[src/rtl/core/spdma_pkg.sv]
// shared constants and types of the scratchpad dma job controller
`timescale 1ns / 1ps
package spdma_pkg;

   localparam int unsigned JobSlotsDefault = 8;

   localparam logic [11:0] OFF_SRC_LO = 12'h000;
   localparam logic [11:0] OFF_SRC_HI = 12'h004;
   localparam logic [11:0] OFF_DST_LO = 12'h008;
   localparam logic [11:0] OFF_DST_HI = 12'h00c;
   localparam logic [11:0] OFF_COUNT  = 12'h010;
   localparam logic [11:0] OFF_TOKEN  = 12'h014;
   localparam logic [11:0] OFF_EID_LO = 12'h018;
   localparam logic [11:0] OFF_EID_HI = 12'h01c;
   localparam logic [11:0] OFF_DIR    = 12'h020;
   localparam logic [11:0] OFF_CMD    = 12'h024;
   localparam logic [11:0] OFF_STATUS = 12'h028;
   localparam logic [11:0] OFF_ERROR  = 12'h02c;

   localparam logic [31:0] CMD_SUBMIT = 32'd1;
   localparam logic [31:0] CMD_WAIT   = 32'd2;

   localparam logic [2:0] ERR_REJECT     = 3'd1;
   localparam logic [2:0] ERR_READ_FAULT = 3'd2;
   localparam logic [2:0] ERR_NO_MATCH   = 3'd3;
   localparam logic [2:0] ERR_WR_FAULT   = 3'd4;
   localparam logic [2:0] ERR_BAD_CMD    = 3'd5;

   localparam logic [3:0] ST_READY    = 4'h1;
   localparam logic [3:0] ST_COMPLETE = 4'h2;
   localparam logic [3:0] ST_ERROR    = 4'h4;
   localparam logic [3:0] ST_BUSY     = 4'h8;

   localparam logic [1:0] EV_NONE   = 2'd0;
   localparam logic [1:0] EV_SUBMIT = 2'd1;
   localparam logic [1:0] EV_WAIT   = 2'd2;

   localparam logic [1:0] CSR_BASE = 2'd0;
   localparam logic [1:0] CSR_SIZE = 2'd1;

   // window check result handed from the checker to the sequencer
   typedef struct packed {
      logic src_in;
      logic dst_in;
      logic fits;
   } win_chk_type;

endpackage

[src/rtl/core/spdma_window.sv]
// scratchpad window check: shared subtract and compare unit used over three steps
`timescale 1ns / 1ps
module spdma_window (
   input  logic                    clock,
   input  logic                    reset,
   input  logic                    start,
   input  logic [63:0]             base,
   input  logic [24:0]             size,
   input  logic [63:0]             src,
   input  logic [63:0]             dst,
   input  logic [31:0]             count,
   output logic                    done,
   output spdma_pkg::win_chk_type  chk
);
   import spdma_pkg::*;

   logic [1:0]  step_ff, step_in;
   logic [64:0] wsize;
   logic [63:0] room;
   logic [63:0] operand;
   logic [63:0] diff;
   logic        hit;
   logic        src_in_ff, dst_in_ff, fits_ff;
   logic [64:0] left;
   logic        fits;

   // window clipped at the top of the address space
   always_comb begin
      room = 64'd0 - base;
      if (base != 64'd0 && {39'd0, size} > room) wsize = {1'b0, room};
      else wsize = {40'd0, size};
   end

   // one shared subtract and compare
   always_comb begin
      operand = (step_ff == 2'd1) ? dst :
                (step_ff == 2'd2) ? (src_in_ff ? src : dst) : src;
      diff = operand - base;
      hit  = (operand >= base) && ({1'b0, diff} < wsize);
      left = wsize - {1'b0, diff};
      fits = {33'd0, count} <= left;
   end

   always_comb begin
      step_in = step_ff;
      if (start) step_in = 2'd0;
      else if (step_ff != 2'd3) step_in = step_ff + 2'd1;
   end

   always_ff @(posedge clock) begin
      if (reset) begin
         step_ff <= 2'd3;
      end else begin
         step_ff <= start ? 2'd0 : step_in;
      end
      if (step_ff == 2'd0) src_in_ff <= hit;
      if (step_ff == 2'd1) dst_in_ff <= hit;
      if (step_ff == 2'd2) fits_ff   <= fits;
   end

   assign chk  = {src_in_ff, dst_in_ff, fits_ff};
   assign done = (step_ff == 2'd3);
endmodule

[src/rtl/core/spdma_table.sv]
// job table with a slot scan, one slot compared per cycle
`timescale 1ns / 1ps
module spdma_table #(
   parameter int unsigned JOB_SLOTS = spdma_pkg::JobSlotsDefault
) (
   input  logic                 clock,
   input  logic                 reset,
   input  logic                 scan_start,
   input  logic [63:0]          key_eid,
   input  logic [31:0]          key_token,
   output logic                 scan_done,
   output logic                 match_found,
   output logic                 free_found,
   output logic [((JOB_SLOTS > 1) ? $clog2(JOB_SLOTS) : 1)-1:0] match_idx,
   output logic [63:0]          match_dst,
   output logic [24:0]          match_len,
   output logic                 any_valid,
   output logic                 any_other,
   input  logic                 ins,
   input  logic [63:0]          ins_dst,
   input  logic [24:0]          ins_len,
   input  logic                 del
);
   import spdma_pkg::*;

   localparam int unsigned IW = (JOB_SLOTS > 1) ? $clog2(JOB_SLOTS) : 1;

   logic [JOB_SLOTS-1:0] valid_ff;
   logic [63:0] eid_mem   [JOB_SLOTS];
   logic [31:0] tok_mem   [JOB_SLOTS];
   logic [63:0] dst_mem   [JOB_SLOTS];
   logic [24:0] len_mem   [JOB_SLOTS];
   logic [IW-1:0] ptr_ff;
   logic [IW-1:0] free_ff;
   logic          busy_ff;
   logic          hit;
   logic [JOB_SLOTS-1:0] onehot_m;

   assign hit = valid_ff[ptr_ff] && eid_mem[ptr_ff] == key_eid
                && tok_mem[ptr_ff] == key_token;

   always_ff @(posedge clock) begin
      if (reset) begin
         valid_ff    <= '0;
         busy_ff     <= 1'b0;
         match_found <= 1'b0;
         free_found  <= 1'b0;
      end else begin
         if (scan_start) begin
            busy_ff     <= 1'b1;
            ptr_ff      <= '0;
            match_found <= 1'b0;
            free_found  <= 1'b0;
         end else if (busy_ff) begin
            if (hit && !match_found) begin
               match_found <= 1'b1;
               match_idx   <= ptr_ff;
               match_dst   <= dst_mem[ptr_ff];
               match_len   <= len_mem[ptr_ff];
            end
            if (!valid_ff[ptr_ff] && !free_found) begin
               free_found <= 1'b1;
               free_ff    <= ptr_ff;
            end
            if (ptr_ff == IW'(JOB_SLOTS - 1)) busy_ff <= 1'b0;
            else ptr_ff <= ptr_ff + IW'(1);
         end
         if (ins) begin
            valid_ff[free_ff] <= 1'b1;
            eid_mem[free_ff]  <= key_eid;
            tok_mem[free_ff]  <= key_token;
            dst_mem[free_ff]  <= ins_dst;
            len_mem[free_ff]  <= ins_len;
         end
         if (del) valid_ff[match_idx] <= 1'b0;
      end
   end

   always_comb begin
      onehot_m = '0;
      onehot_m[match_idx] = 1'b1;
   end

   assign scan_done = !busy_ff && !scan_start;
   assign any_valid = |valid_ff;
   assign any_other = |(valid_ff & ~onehot_m);
endmodule

[src/rtl/core/scratchpad_dma_job_controller.sv]
// top level of the scratchpad dma job controller
`timescale 1ns / 1ps
// Register block of a scratchpad DMA engine. Bus accesses arrive as items on
// req_ and each produces exactly one result item on rsp_. Reads and plain
// register writes give their result in the cycle after acceptance. A write to
// the command register starts a sequencer: the job table is scanned one slot
// per cycle while a shared subtract/compare unit checks the scratchpad window
// in three steps; the result is registered once both have finished (state
// S_RUN, then S_RESP). The block takes no new item until the result has been
// taken.
// csr_ writes set the window base (index 0) and size (index 1).
module scratchpad_dma_job_controller #(
   parameter int unsigned JOB_SLOTS = spdma_pkg::JobSlotsDefault
) (
   input  logic        clock,
   input  logic        reset,
   input  logic        req_valid,
   output logic        req_ready,
   input  logic        req_kind,
   input  logic [11:0] req_offset,
   input  logic [31:0] req_write_data,
   input  logic        req_transfer_fault,
   output logic        rsp_valid,
   input  logic        rsp_ready,
   output logic [31:0] rsp_read_data,
   output logic [1:0]  rsp_event_code,
   output logic [63:0] rsp_event_source,
   output logic [63:0] rsp_event_destination,
   output logic [31:0] rsp_event_byte_count,
   output logic [31:0] rsp_event_token,
   output logic [63:0] rsp_event_exec_id,
   output logic [31:0] rsp_event_direction,
   output logic [63:0] rsp_xfer_address,
   output logic [24:0] rsp_xfer_length,
   input  logic        csr_write,
   input  logic [1:0]  csr_index,
   input  logic [63:0] csr_data
);
   import spdma_pkg::*;

   localparam int unsigned IW = (JOB_SLOTS > 1) ? $clog2(JOB_SLOTS) : 1;

   typedef enum logic [1:0] {S_IDLE, S_RUN, S_RESP} state_type;

   state_type   state_ff;
   logic [63:0] base_ff;
   logic [24:0] size_ff;
   logic [63:0] src_ff, dst_ff, eid_ff;
   logic [31:0] cnt_ff, tok_ff, dir_ff;
   logic [3:0]  status_ff;
   logic [2:0]  error_ff;
   logic [31:0] cmd_ff;
   logic        fault_ff;

   logic        start;
   logic        win_done, scan_done;
   win_chk_type chk;
   logic        match_found, free_found, any_valid, any_other;
   logic [IW-1:0] match_idx;
   logic [63:0] match_dst;
   logic [24:0] match_len;
   logic        ins, del;
   logic        accept;

   assign accept    = req_valid && req_ready;
   assign req_ready = (state_ff == S_IDLE);
   assign start     = accept && req_kind && req_offset == OFF_CMD;

   spdma_window u_window (
      .clock(clock), .reset(reset), .start(start),
      .base(base_ff), .size(size_ff), .src(src_ff), .dst(dst_ff),
      .count(cnt_ff), .done(win_done), .chk(chk)
   );

   spdma_table #(.JOB_SLOTS(JOB_SLOTS)) u_table (
      .clock(clock), .reset(reset), .scan_start(start),
      .key_eid(eid_ff), .key_token(tok_ff),
      .scan_done(scan_done), .match_found(match_found),
      .free_found(free_found), .match_idx(match_idx),
      .match_dst(match_dst), .match_len(match_len),
      .any_valid(any_valid), .any_other(any_other),
      .ins(ins), .ins_dst(dst_ff), .ins_len(cnt_ff[24:0]), .del(del)
   );

   // command outcome once the scan and the window check have finished
   logic finish;
   logic sub_ok;
   assign finish = (state_ff == S_RUN) && win_done && scan_done;
   assign sub_ok = free_found && !match_found && cnt_ff != 32'd0
                   && (chk.src_in != chk.dst_in) && chk.fits;
   assign ins = finish && cmd_ff == CMD_SUBMIT && sub_ok && !fault_ff;
   assign del = finish && cmd_ff == CMD_WAIT && match_found;

   always_ff @(posedge clock) begin
      if (reset) begin
         state_ff  <= S_IDLE;
         base_ff   <= 64'h0000_0000_9000_0000;
         size_ff   <= 25'd262144;
         src_ff    <= '0;
         dst_ff    <= '0;
         eid_ff    <= '0;
         cnt_ff    <= '0;
         tok_ff    <= '0;
         dir_ff    <= '0;
         status_ff <= ST_READY;
         error_ff  <= '0;
         rsp_valid <= 1'b0;
      end else begin
         if (csr_write) begin
            if (csr_index == CSR_BASE) base_ff <= csr_data;
            else if (csr_index == CSR_SIZE) size_ff <= csr_data[24:0];
         end
         case (state_ff)
            S_IDLE: begin
               if (accept) begin
                  // defaults: all-zero result
                  rsp_event_code        <= EV_NONE;
                  rsp_event_source      <= '0;
                  rsp_event_destination <= '0;
                  rsp_event_byte_count  <= '0;
                  rsp_event_token       <= '0;
                  rsp_event_exec_id     <= '0;
                  rsp_event_direction   <= '0;
                  rsp_xfer_address      <= '0;
                  rsp_xfer_length       <= '0;
                  cmd_ff   <= req_write_data;
                  fault_ff <= req_transfer_fault;
                  if (!req_kind) begin
                     case (req_offset)
                        OFF_SRC_LO: rsp_read_data <= src_ff[31:0];
                        OFF_SRC_HI: rsp_read_data <= src_ff[63:32];
                        OFF_DST_LO: rsp_read_data <= dst_ff[31:0];
                        OFF_DST_HI: rsp_read_data <= dst_ff[63:32];
                        OFF_COUNT:  rsp_read_data <= cnt_ff;
                        OFF_TOKEN:  rsp_read_data <= tok_ff;
                        OFF_EID_LO: rsp_read_data <= eid_ff[31:0];
                        OFF_EID_HI: rsp_read_data <= eid_ff[63:32];
                        OFF_DIR:    rsp_read_data <= dir_ff;
                        OFF_STATUS: rsp_read_data <= {28'd0, status_ff};
                        OFF_ERROR:  rsp_read_data <= {29'd0, error_ff};
                        default:    rsp_read_data <= '0;
                     endcase
                     state_ff  <= S_RESP;
                     rsp_valid <= 1'b1;
                  end else begin
                     rsp_read_data <= '0;
                     case (req_offset)
                        OFF_SRC_LO: src_ff[31:0]  <= req_write_data;
                        OFF_SRC_HI: src_ff[63:32] <= req_write_data;
                        OFF_DST_LO: dst_ff[31:0]  <= req_write_data;
                        OFF_DST_HI: dst_ff[63:32] <= req_write_data;
                        OFF_COUNT:  cnt_ff <= req_write_data;
                        OFF_TOKEN:  tok_ff <= req_write_data;
                        OFF_EID_LO: eid_ff[31:0]  <= req_write_data;
                        OFF_EID_HI: eid_ff[63:32] <= req_write_data;
                        OFF_DIR:    dir_ff <= req_write_data;
                        default: ;
                     endcase
                     if (req_offset == OFF_CMD) begin
                        state_ff <= S_RUN;
                     end else begin
                        state_ff  <= S_RESP;
                        rsp_valid <= 1'b1;
                     end
                  end
               end
            end
            S_RUN: begin
               if (finish) begin
                  state_ff  <= S_RESP;
                  rsp_valid <= 1'b1;
                  if (cmd_ff == CMD_SUBMIT) begin
                     if (!sub_ok) begin
                        error_ff  <= ERR_REJECT;
                        status_ff <= status_ff | ST_ERROR;
                     end else begin
                        rsp_xfer_address <= src_ff;
                        rsp_xfer_length  <= cnt_ff[24:0];
                        if (fault_ff) begin
                           error_ff  <= ERR_READ_FAULT;
                           status_ff <= status_ff | ST_ERROR;
                        end else begin
                           status_ff             <= ST_READY | ST_BUSY;
                           rsp_event_code        <= EV_SUBMIT;
                           rsp_event_source      <= src_ff;
                           rsp_event_destination <= dst_ff;
                           rsp_event_byte_count  <= cnt_ff;
                           rsp_event_token       <= tok_ff;
                           rsp_event_exec_id     <= eid_ff;
                           rsp_event_direction   <= dir_ff;
                        end
                     end
                  end else if (cmd_ff == CMD_WAIT) begin
                     if (!match_found) begin
                        error_ff  <= ERR_NO_MATCH;
                        status_ff <= status_ff | ST_ERROR;
                     end else begin
                        rsp_event_code        <= EV_WAIT;
                        rsp_event_source      <= src_ff;
                        rsp_event_destination <= dst_ff;
                        rsp_event_byte_count  <= cnt_ff;
                        rsp_event_token       <= tok_ff;
                        rsp_event_exec_id     <= eid_ff;
                        rsp_event_direction   <= dir_ff;
                        rsp_xfer_address      <= match_dst;
                        rsp_xfer_length       <= match_len;
                        if (fault_ff) begin
                           error_ff  <= ERR_WR_FAULT;
                           status_ff <= ST_READY | ST_ERROR;
                        end else begin
                           // busy stays if any other job remains
                           status_ff <= ST_READY | ST_COMPLETE
                                        | (any_other ? ST_BUSY : 4'h0);
                        end
                     end
                  end else begin
                     error_ff  <= ERR_BAD_CMD;
                     status_ff <= ST_READY | ST_ERROR;
                  end
               end
            end
            S_RESP: begin
               if (rsp_ready) begin
                  rsp_valid <= 1'b0;
                  state_ff  <= S_IDLE;
               end
            end
            default: state_ff <= S_IDLE;
         endcase
      end
   end

   // result valid only outside idle and run
   a_rsp_state: assert property (@(posedge clock) disable iff (reset)
      rsp_valid |-> state_ff == S_RESP)
      else $error("result valid outside response state");

   // a matched wait always frees a slot that was held
   a_del_valid: assert property (@(posedge clock) disable iff (reset)
      del |-> any_valid)
      else $error("wait removed a job from an empty table");

   // insert and delete never fall in the same cycle
   a_ins_del: assert property (@(posedge clock) disable iff (reset)
      !(ins && del))
      else $error("insert and delete together");

endmodule

[config.mk]
export PLATFORM = sky130hd
export DESIGN_NAME = scratchpad_dma_job_controller
export DESIGN_NICKNAME = d
export VERILOG_FILES = /design/src/rtl/core/spdma_pkg.sv /design/src/rtl/core/spdma_window.sv /design/src/rtl/core/spdma_table.sv /design/src/rtl/core/scratchpad_dma_job_controller.sv
export SDC_FILE = /design/constraint.sdc
export NUM_CORES = 2
export LEC_CHECK = 0
export BUFFER_PORTS_ARGS = -buffer_cell sky130_fd_sc_hd__buf_4
export CELL_PAD_IN_SITES_DETAIL_PLACEMENT = 0
export CELL_PAD_IN_SITES_GLOBAL_PLACEMENT = 1
export CORE_MARGIN = 1
export CORE_UTILIZATION = 25
export CTS_BUF_LIST = sky130_fd_sc_hd__clkbuf_8
export DETAILED_ROUTE_END_ITERATION = 10
export HOLD_SLACK_MARGIN = 0.05
export PLACE_DENSITY_LB_ADDON = 0.05
export SLEW_MARGIN = 25
export SYNTH_ARGS = -nofsm -noshare
export SYNTH_HDL_FRONTEND = slang
export SYNTH_HIERARCHICAL = 1
export SYNTH_SLANG_ARGS = --single-unit
[constraint.sdc]
create_clock -name clock -period 42.5 [get_ports clock]
set_input_delay 6.375 -clock clock [delete_from_list [all_inputs] [get_ports clock]]
set_output_delay 6.375 -clock clock [all_outputs]
set_load 0.005 [all_outputs]
Word-level counts from Yosys, hierarchy flattened
Memory sizes are Yosys's and may differ from the RTL's. A register that Yosys moved wholly into a read port is not among the register bits.
Index checks and enable logic that the tools add are counted.
{ "totals": {"regBits": 856, "latch_bits": 0, "ram_bits": 1480, "mem_bits_ro": 0, "out_inout_bits": 413, "wordCells": 285, "mem_count": 4} }
{ "mem_list": {"columns": ["memory", "depth", "width", "rd", "rd_clocked_by_memory_dff", "wr", "line_no", "source"], "rows": [
  ["u_table.dst_mem", 8, 64, 1, 1, 1, "spdma_table.sv:31", "logic [63:0] dst_mem [JOB_SLOTS];"],
  ["u_table.eid_mem", 8, 64, 1, 1, 1, "spdma_table.sv:29", "logic [63:0] eid_mem [JOB_SLOTS];"],
  ["u_table.tok_mem", 8, 32, 1, 1, 1, "spdma_table.sv:30", "logic [31:0] tok_mem [JOB_SLOTS];"],
  ["u_table.len_mem", 8, 25, 1, 1, 1, "spdma_table.sv:32", "logic [24:0] len_mem [JOB_SLOTS];"]
]} }
{ "classes": {"add_sub_neg": 5, "mul": 0, "div": 0, "n_lt_le_gt_ge": 9, "eq_ne": 38, "shift": 0, "n_mux": 118, "bitwise": 7, "reduce_logical": 65} }
{ "op_table": {"columns": ["operator", "count"], "rows": [
  ["$mux 64", 28],
  ["$mux 32", 19],
  ["$pmux 64 s2", 4],
  ["$pmux 32 s11", 1],
  ["$pmux 32 s2", 3],
  ["$mux 25", 6],
  ["$le 32x65->1", 1],
  ["$sub 64x64->65", 1],
  ["$eq 64x64->1", 1],
  ["$ge 64x64->1", 1],
  ["$gt 25x64->1", 1],
  ["$lt 64x64->1", 1],
  ["$reduce_bool 64->1", 1],
  ["$sub 1x64->64 const A", 1],
  ["$sub 64x64->64", 1],
  ["$pmux 25 s2", 1],
  ["$eq 12x5->1 const B", 4],
  ["$eq 12x6->1 const B", 4],
  ["$reduce_and 4->1", 12],
  ["$mux 3", 12],
  ["$eq 32x1->1 const B", 1],
  ["$eq 32x2->1 const B", 1],
  ["$eq 32x32->1", 1],
  ["$reduce_bool 32->1", 1],
  ["42 further kinds", 135]
]} }

Logic depth before layout (Yosys ltp)
{ "logic_depth": {"depth_word": 14, "ltp_mapped": 45, "depth_no_buf": 42} }

By module
The synthesis kept the hierarchy.
{ "modules_own_cells": {"columns": ["module", "instances", "cells_per_inst", "area_each_um2", "seq_area_each_um2"], "rows": [
  ["spdma_table", 1, 2607, 60479.3, 47665.7],
  ["scratchpad_dma_job_controller", 1, 3118, 32479.9, 21080.2],
  ["spdma_window", 1, 1695, 11751.3, 130.1]
]} }

Worst setup path before layout
No wires, ideal clock.
{ "synth_timing": {"path_type": "input -> register", "startpoint": "input port req_offset[2]", "endpoint": "register rsp_event_byte_count[0] (enable)", "setup_ps": 1386, "arrival_ps": 31545, "required_ps": 41114, "setup_slack_ps": 9569, "path_stages": 10, "n_path_buf": 1, "path_cell_list": "buf_2 -> nand2b_1 -> nor4_1 -> and2_1 -> nor2_1 -> a31oi_1 -> nor3_1 -> and2_1 -> a31o_2 -> a21boi_0"} }
{ "synth_between": {"elab_chain_cells": 7} }
{ "synth_rtl": {"columns": ["element", "line_no", "source"], "rows": [
  ["start: declaration", "scratchpad_dma_job_controller.sv:20", "input logic [11:0] req_offset,"],
  ["$eq 12x6->1", "scratchpad_dma_job_controller.sv:67", "assign start = accept && req_kind && req_offset == OFF_CMD;"],
  ["$logic_and 1x1->1", "scratchpad_dma_job_controller.sv:67", null],
  ["named net start", "scratchpad_dma_job_controller.sv:55", "logic start;"],
  ["$logic_not 1->1", "spdma_table.sv:84", "assign scan_done = !busy_ff && !scan_start;"],
  ["$logic_and 1x1->1", "spdma_table.sv:84", null],
  ["named net scan_done", "scratchpad_dma_job_controller.sv:56", "logic win_done, scan_done;"],
  ["$logic_and 1x1->1", "scratchpad_dma_job_controller.sv:88", "assign finish = (state_ff == S_RUN) && win_done && scan_done;"],
  ["$ne 2x2->1 (no line)", null, null],
  ["$reduce_and 8->1 (no line)", null, null],
  ["end signal: assignment", "scratchpad_dma_job_controller.sv:187", "rsp_event_byte_count <= cnt_ff;"],
  ["end signal: assignment", "scratchpad_dma_job_controller.sv:201", "rsp_event_byte_count <= cnt_ff;"],
  ["end: declaration", "scratchpad_dma_job_controller.sv:29", "output logic [31:0] rsp_event_byte_count,"]
]} }
The timed path passes the listed nets, and every way through them passes these cells.
A chain may end at the register's enable or synchronous reset.

Worst setup path after layout
{ "layout_timing": {"startpoint": "input port req_offset[3]", "endpoint": "register rsp_event_source[37] (enable)"} }
{ "layout_between": {"elab_chain_cells": 7} }
{ "layout_rtl": {"columns": ["element", "line_no", "source"], "rows": [
  ["$eq 12x6->1", "scratchpad_dma_job_controller.sv:67", null],
  ["$logic_and 1x1->1", "scratchpad_dma_job_controller.sv:67", null],
  ["named net start", "scratchpad_dma_job_controller.sv:55", null],
  ["$logic_not 1->1", "spdma_table.sv:84", null],
  ["$logic_and 1x1->1", "spdma_table.sv:84", null],
  ["named net scan_done", "scratchpad_dma_job_controller.sv:56", null],
  ["$logic_and 1x1->1", "scratchpad_dma_job_controller.sv:88", null],
  ["$ne 2x2->1 (no line)", null, null],
  ["$reduce_and 8->1 (no line)", null, null],
  ["end signal: assignment", "scratchpad_dma_job_controller.sv:185", "rsp_event_source <= src_ff;"],
  ["end signal: assignment", "scratchpad_dma_job_controller.sv:199", "rsp_event_source <= src_ff;"],
  ["end: declaration", "scratchpad_dma_job_controller.sv:27", "output logic [63:0] rsp_event_source,"]
]} }
The timed path passes the listed nets, and every way through them passes these cells.

==> flow_metrics.py <==
metrics = {
    "power_and_ir_drop": {
        "switching_power_w": 0.00125,
        "power.density_nw_per_um2": 40.1,
        "power_frac_clock_pct": 42.7,
        "total_power_w": 0.00499,
        "switching_share_pct": 25.1,
        "p_int_w": 0.00374,
        "peakVddDrop_mv": 0.0237,
        "cellLeakagePower_nw": 38.8,
        "pwr-share-seq_pct": 51.6,
        "comb_power_share_pct": 5.7,
    },
    "finish": {
        "multi_input_area_um2": 33500,
        "area_delta_synth_final_pct": 19.0,
        "design_area_um2": 125000,
        "regArea_um2": 68900,
        "drive_gt1_share_pct": 22.8,
        "nets": 8615,
        "n_fill_cell": 42100,
    },
    "floorplanning": {
        "core_um2": 417000,
        "die_area_um2": 421000,
        "ioPinCount": 530,
        "num_rows": 237,
        "die_y_um": 649,
        "start_util_pct": 25.1,
        "die_width_um": 649,
    },
    "grt": {
        "overflow": 0,
        "grt_pass1_wl_um": 613000,
        "gr-usage-all-layers_pct": 21.0,
        "grt_pass1_vias": 69400,
        "antenna_found_initial": 64,
        "grt_max_degree": 179,
    },
    "cts": {
        "cts_tree": "done",
        "hold_buffers": 0,
        "cts_buffers": 452,
        "clkSlewWorstSetupHoldPaths_ns": 0.06,
        "clockRootBuffer": "clkbuf_8",
        "cts_buffer_depth": 4,
        "cts_setup_buffers": 0,
        "cts_resized": 0,
        "cts.sinks": 2428,
        "clk_latency_ns": 1.17,
        "h-tree-depth": 5,
    },
    "setup_path": {
        "cp-end-kind": "flop",
        "timing_worst_setup_path_type": "primary input to flop",
        "start_kind": "primary input",
        "reg2regPathDepth": 41,
        "cpMostUsedCell": "buf_4",
        "crit_fanout": 52,
        "r2r_start": "base_ff[1]",
        "cp-startpoint": "req_offset[3]",
        "crit_chain": "buf_4 > nand2b_1 > nor4_1 > and2_1 > nor2_1 > a31oi_1 > nor3_1 > and2_4 > a31o_4 > a21boi_4 > buf_4 > buf_4 > buf_4",
        "worst-r2r-setup-slack_ns": 31.16,
        "worstReg2RegEnd": "u_window/fits_ff",
        "cp-endpoint": "rsp_event_source[37]",
        "slowest_stage": "a21boi_4",
        "critPathMaxStageDelay_ns": 0.81,
        "crit_arrival_ns": 12.20,
        "required_ns": 43.25,
    },
    "sta": {
        "fmax_mhz": 87.3,
        "setup_slack_ns": 31.05,
        "fin_crit_sh_pct": 26.9,
        "worst_slew_pin_slew_ns": 1.21,
        "slew_viol_final": 0,
        "hold_viol": 0,
        "setup_viol": 0,
        "rsz0062_at_grt": "false",
        "slew_headroom_pct": 19.1,
        "finClkSkew_ns": 0.116,
        "holdWs_ns": 0.458,
        "fin_setup_tns_ns": 0,
        "fin_crit_ns": 11.45,
    },
    "detailed_routing": {
        "antenna_left": 0,
        "wire_per_inst_um": 32.1,
        "drt_iter0_markers": 5216,
        "dr.pass1.iters": 6,
        "vias": 67900,
        "drc": 0,
        "wl_um": 456000,
        "vias_per_cell": 4.78,
    },
    "place": {
        "gp_congestion": 0.846,
        "placed_area_um2": 116000,
        "place_ws_ns": 29.22,
        "numPortBuffers": 529,
        "dp_hpwl_um": 316000,
    },
    "synth": {
        "yosysWarnings": 6,
        "syn_inst": 7417,
        "syn_area_per_cell_um2": 14.1,
        "syn_area_um2": 105000,
    },
    "run": {
        "drv_cap": 0,
    },
    "min_path": {
        "hp-class": "flop to flop",
    },
    "status": {
        "status": "finished clean",
    },
}
[area by class of cell]
class                           count  area share (%)
Antenna cell                       33          0.0663
Clock buffer                      477            5.27
Clock inverter                    348            1.38
Inverter                          144           0.434
Multi-Input combinational cell   4461            26.9
Sequential cell                  2428            55.3
Tap cell                         5497            5.52
Timing Repair Buffer              817            5.10
[placed cells by master, fill, tap and decap left out, drive strengths merged, types with 71 or more instances in the layout]
cell	instances
edfxtp	2025
nand2	1123
buf	817
a21oi	673
clkbuf	477
dfxtp	403
mux4	324
inv	313
and2	305
mux2i	192
ha	192
mux2	166
clkinv	163
nor2	156
xnor2	139
o21ai	137
a21o	87
xor2	80
nor3	80
nand4	77
a22oi	71
[metal layers]
layer / GRT usage [%] / vias up / routed length (µm)
li1: - / 29900 / -
met1: 26.8 / 35600 / 195000
met2: 37.2 / 1828 / 230000
met3: 2.41 / 534 / 16500
met5: 0 / - / 0
met4: 6.35 / 0 / 14000
[flip-flops by register name, summed over array words and instances, names as in the netlist, 200 cells and up, named ones only]
register and flops:
u_table/eid_mem 512, u_table/len_mem 200, u_table/dst_mem 512, u_table/tok_mem 256
[through the flow]
| step | instances | util [%] |
|---|---|---|
| 2_1_floorplan | 7455 | - |
| 3_3_place_gp | 13300 | 27.8 |
| 3_5_place_dp | 13300 | 27.9 |
| 4_1_cts | 14200 | 29.9 |
| 5_1_grt | 14200 | 29.9 |
| 6_report | 14200 | 29.9 |
[worst min-delay path by stage]
stage / startpoint / end / slack [ns] / cells past startpoint
final: status_ff[0] / status_ff[0] / 0.46 / 1
after global routing: base_ff[23] / base_ff[23] / 0.48 / 2
after CTS: status_ff[0] / status_ff[0] / 0.46 / 1
after detailed placement: status_ff[0] / status_ff[0] / 0.44 / 1
after global placement: status_ff[0] / status_ff[0] / 0.44 / 1
after floorplan: status_ff[0] / status_ff[0] / 0.41 / 1
[critical path: cells and delay by family]
| family | cells | cell delay, ns |
|---|---|---|
| and+or+nand+nor | 6 | 1.78 |
| AOI/OAI and AO/OA | 3 | 1.32 |
| buffers and inverters | 4 | 2.40 |
[power by group through the flow]
stage / Sequential, W / Clock (W) / Combinational [W]
final: 0.00258 / 0.00213 / 0.000282
after global routing: 0.00258 / 0.00230 / 0.000305
after detailed placement: 0.00263 / 0 / 0.000280
after floorplan: 0.00263 / 0 / 0.000164
after global placement: 0.00263 / 0 / 0.000282
after CTS: 0.00258 / 0.00221 / 0.000282
No activity file was read; power rests on OpenSTA's default activity.
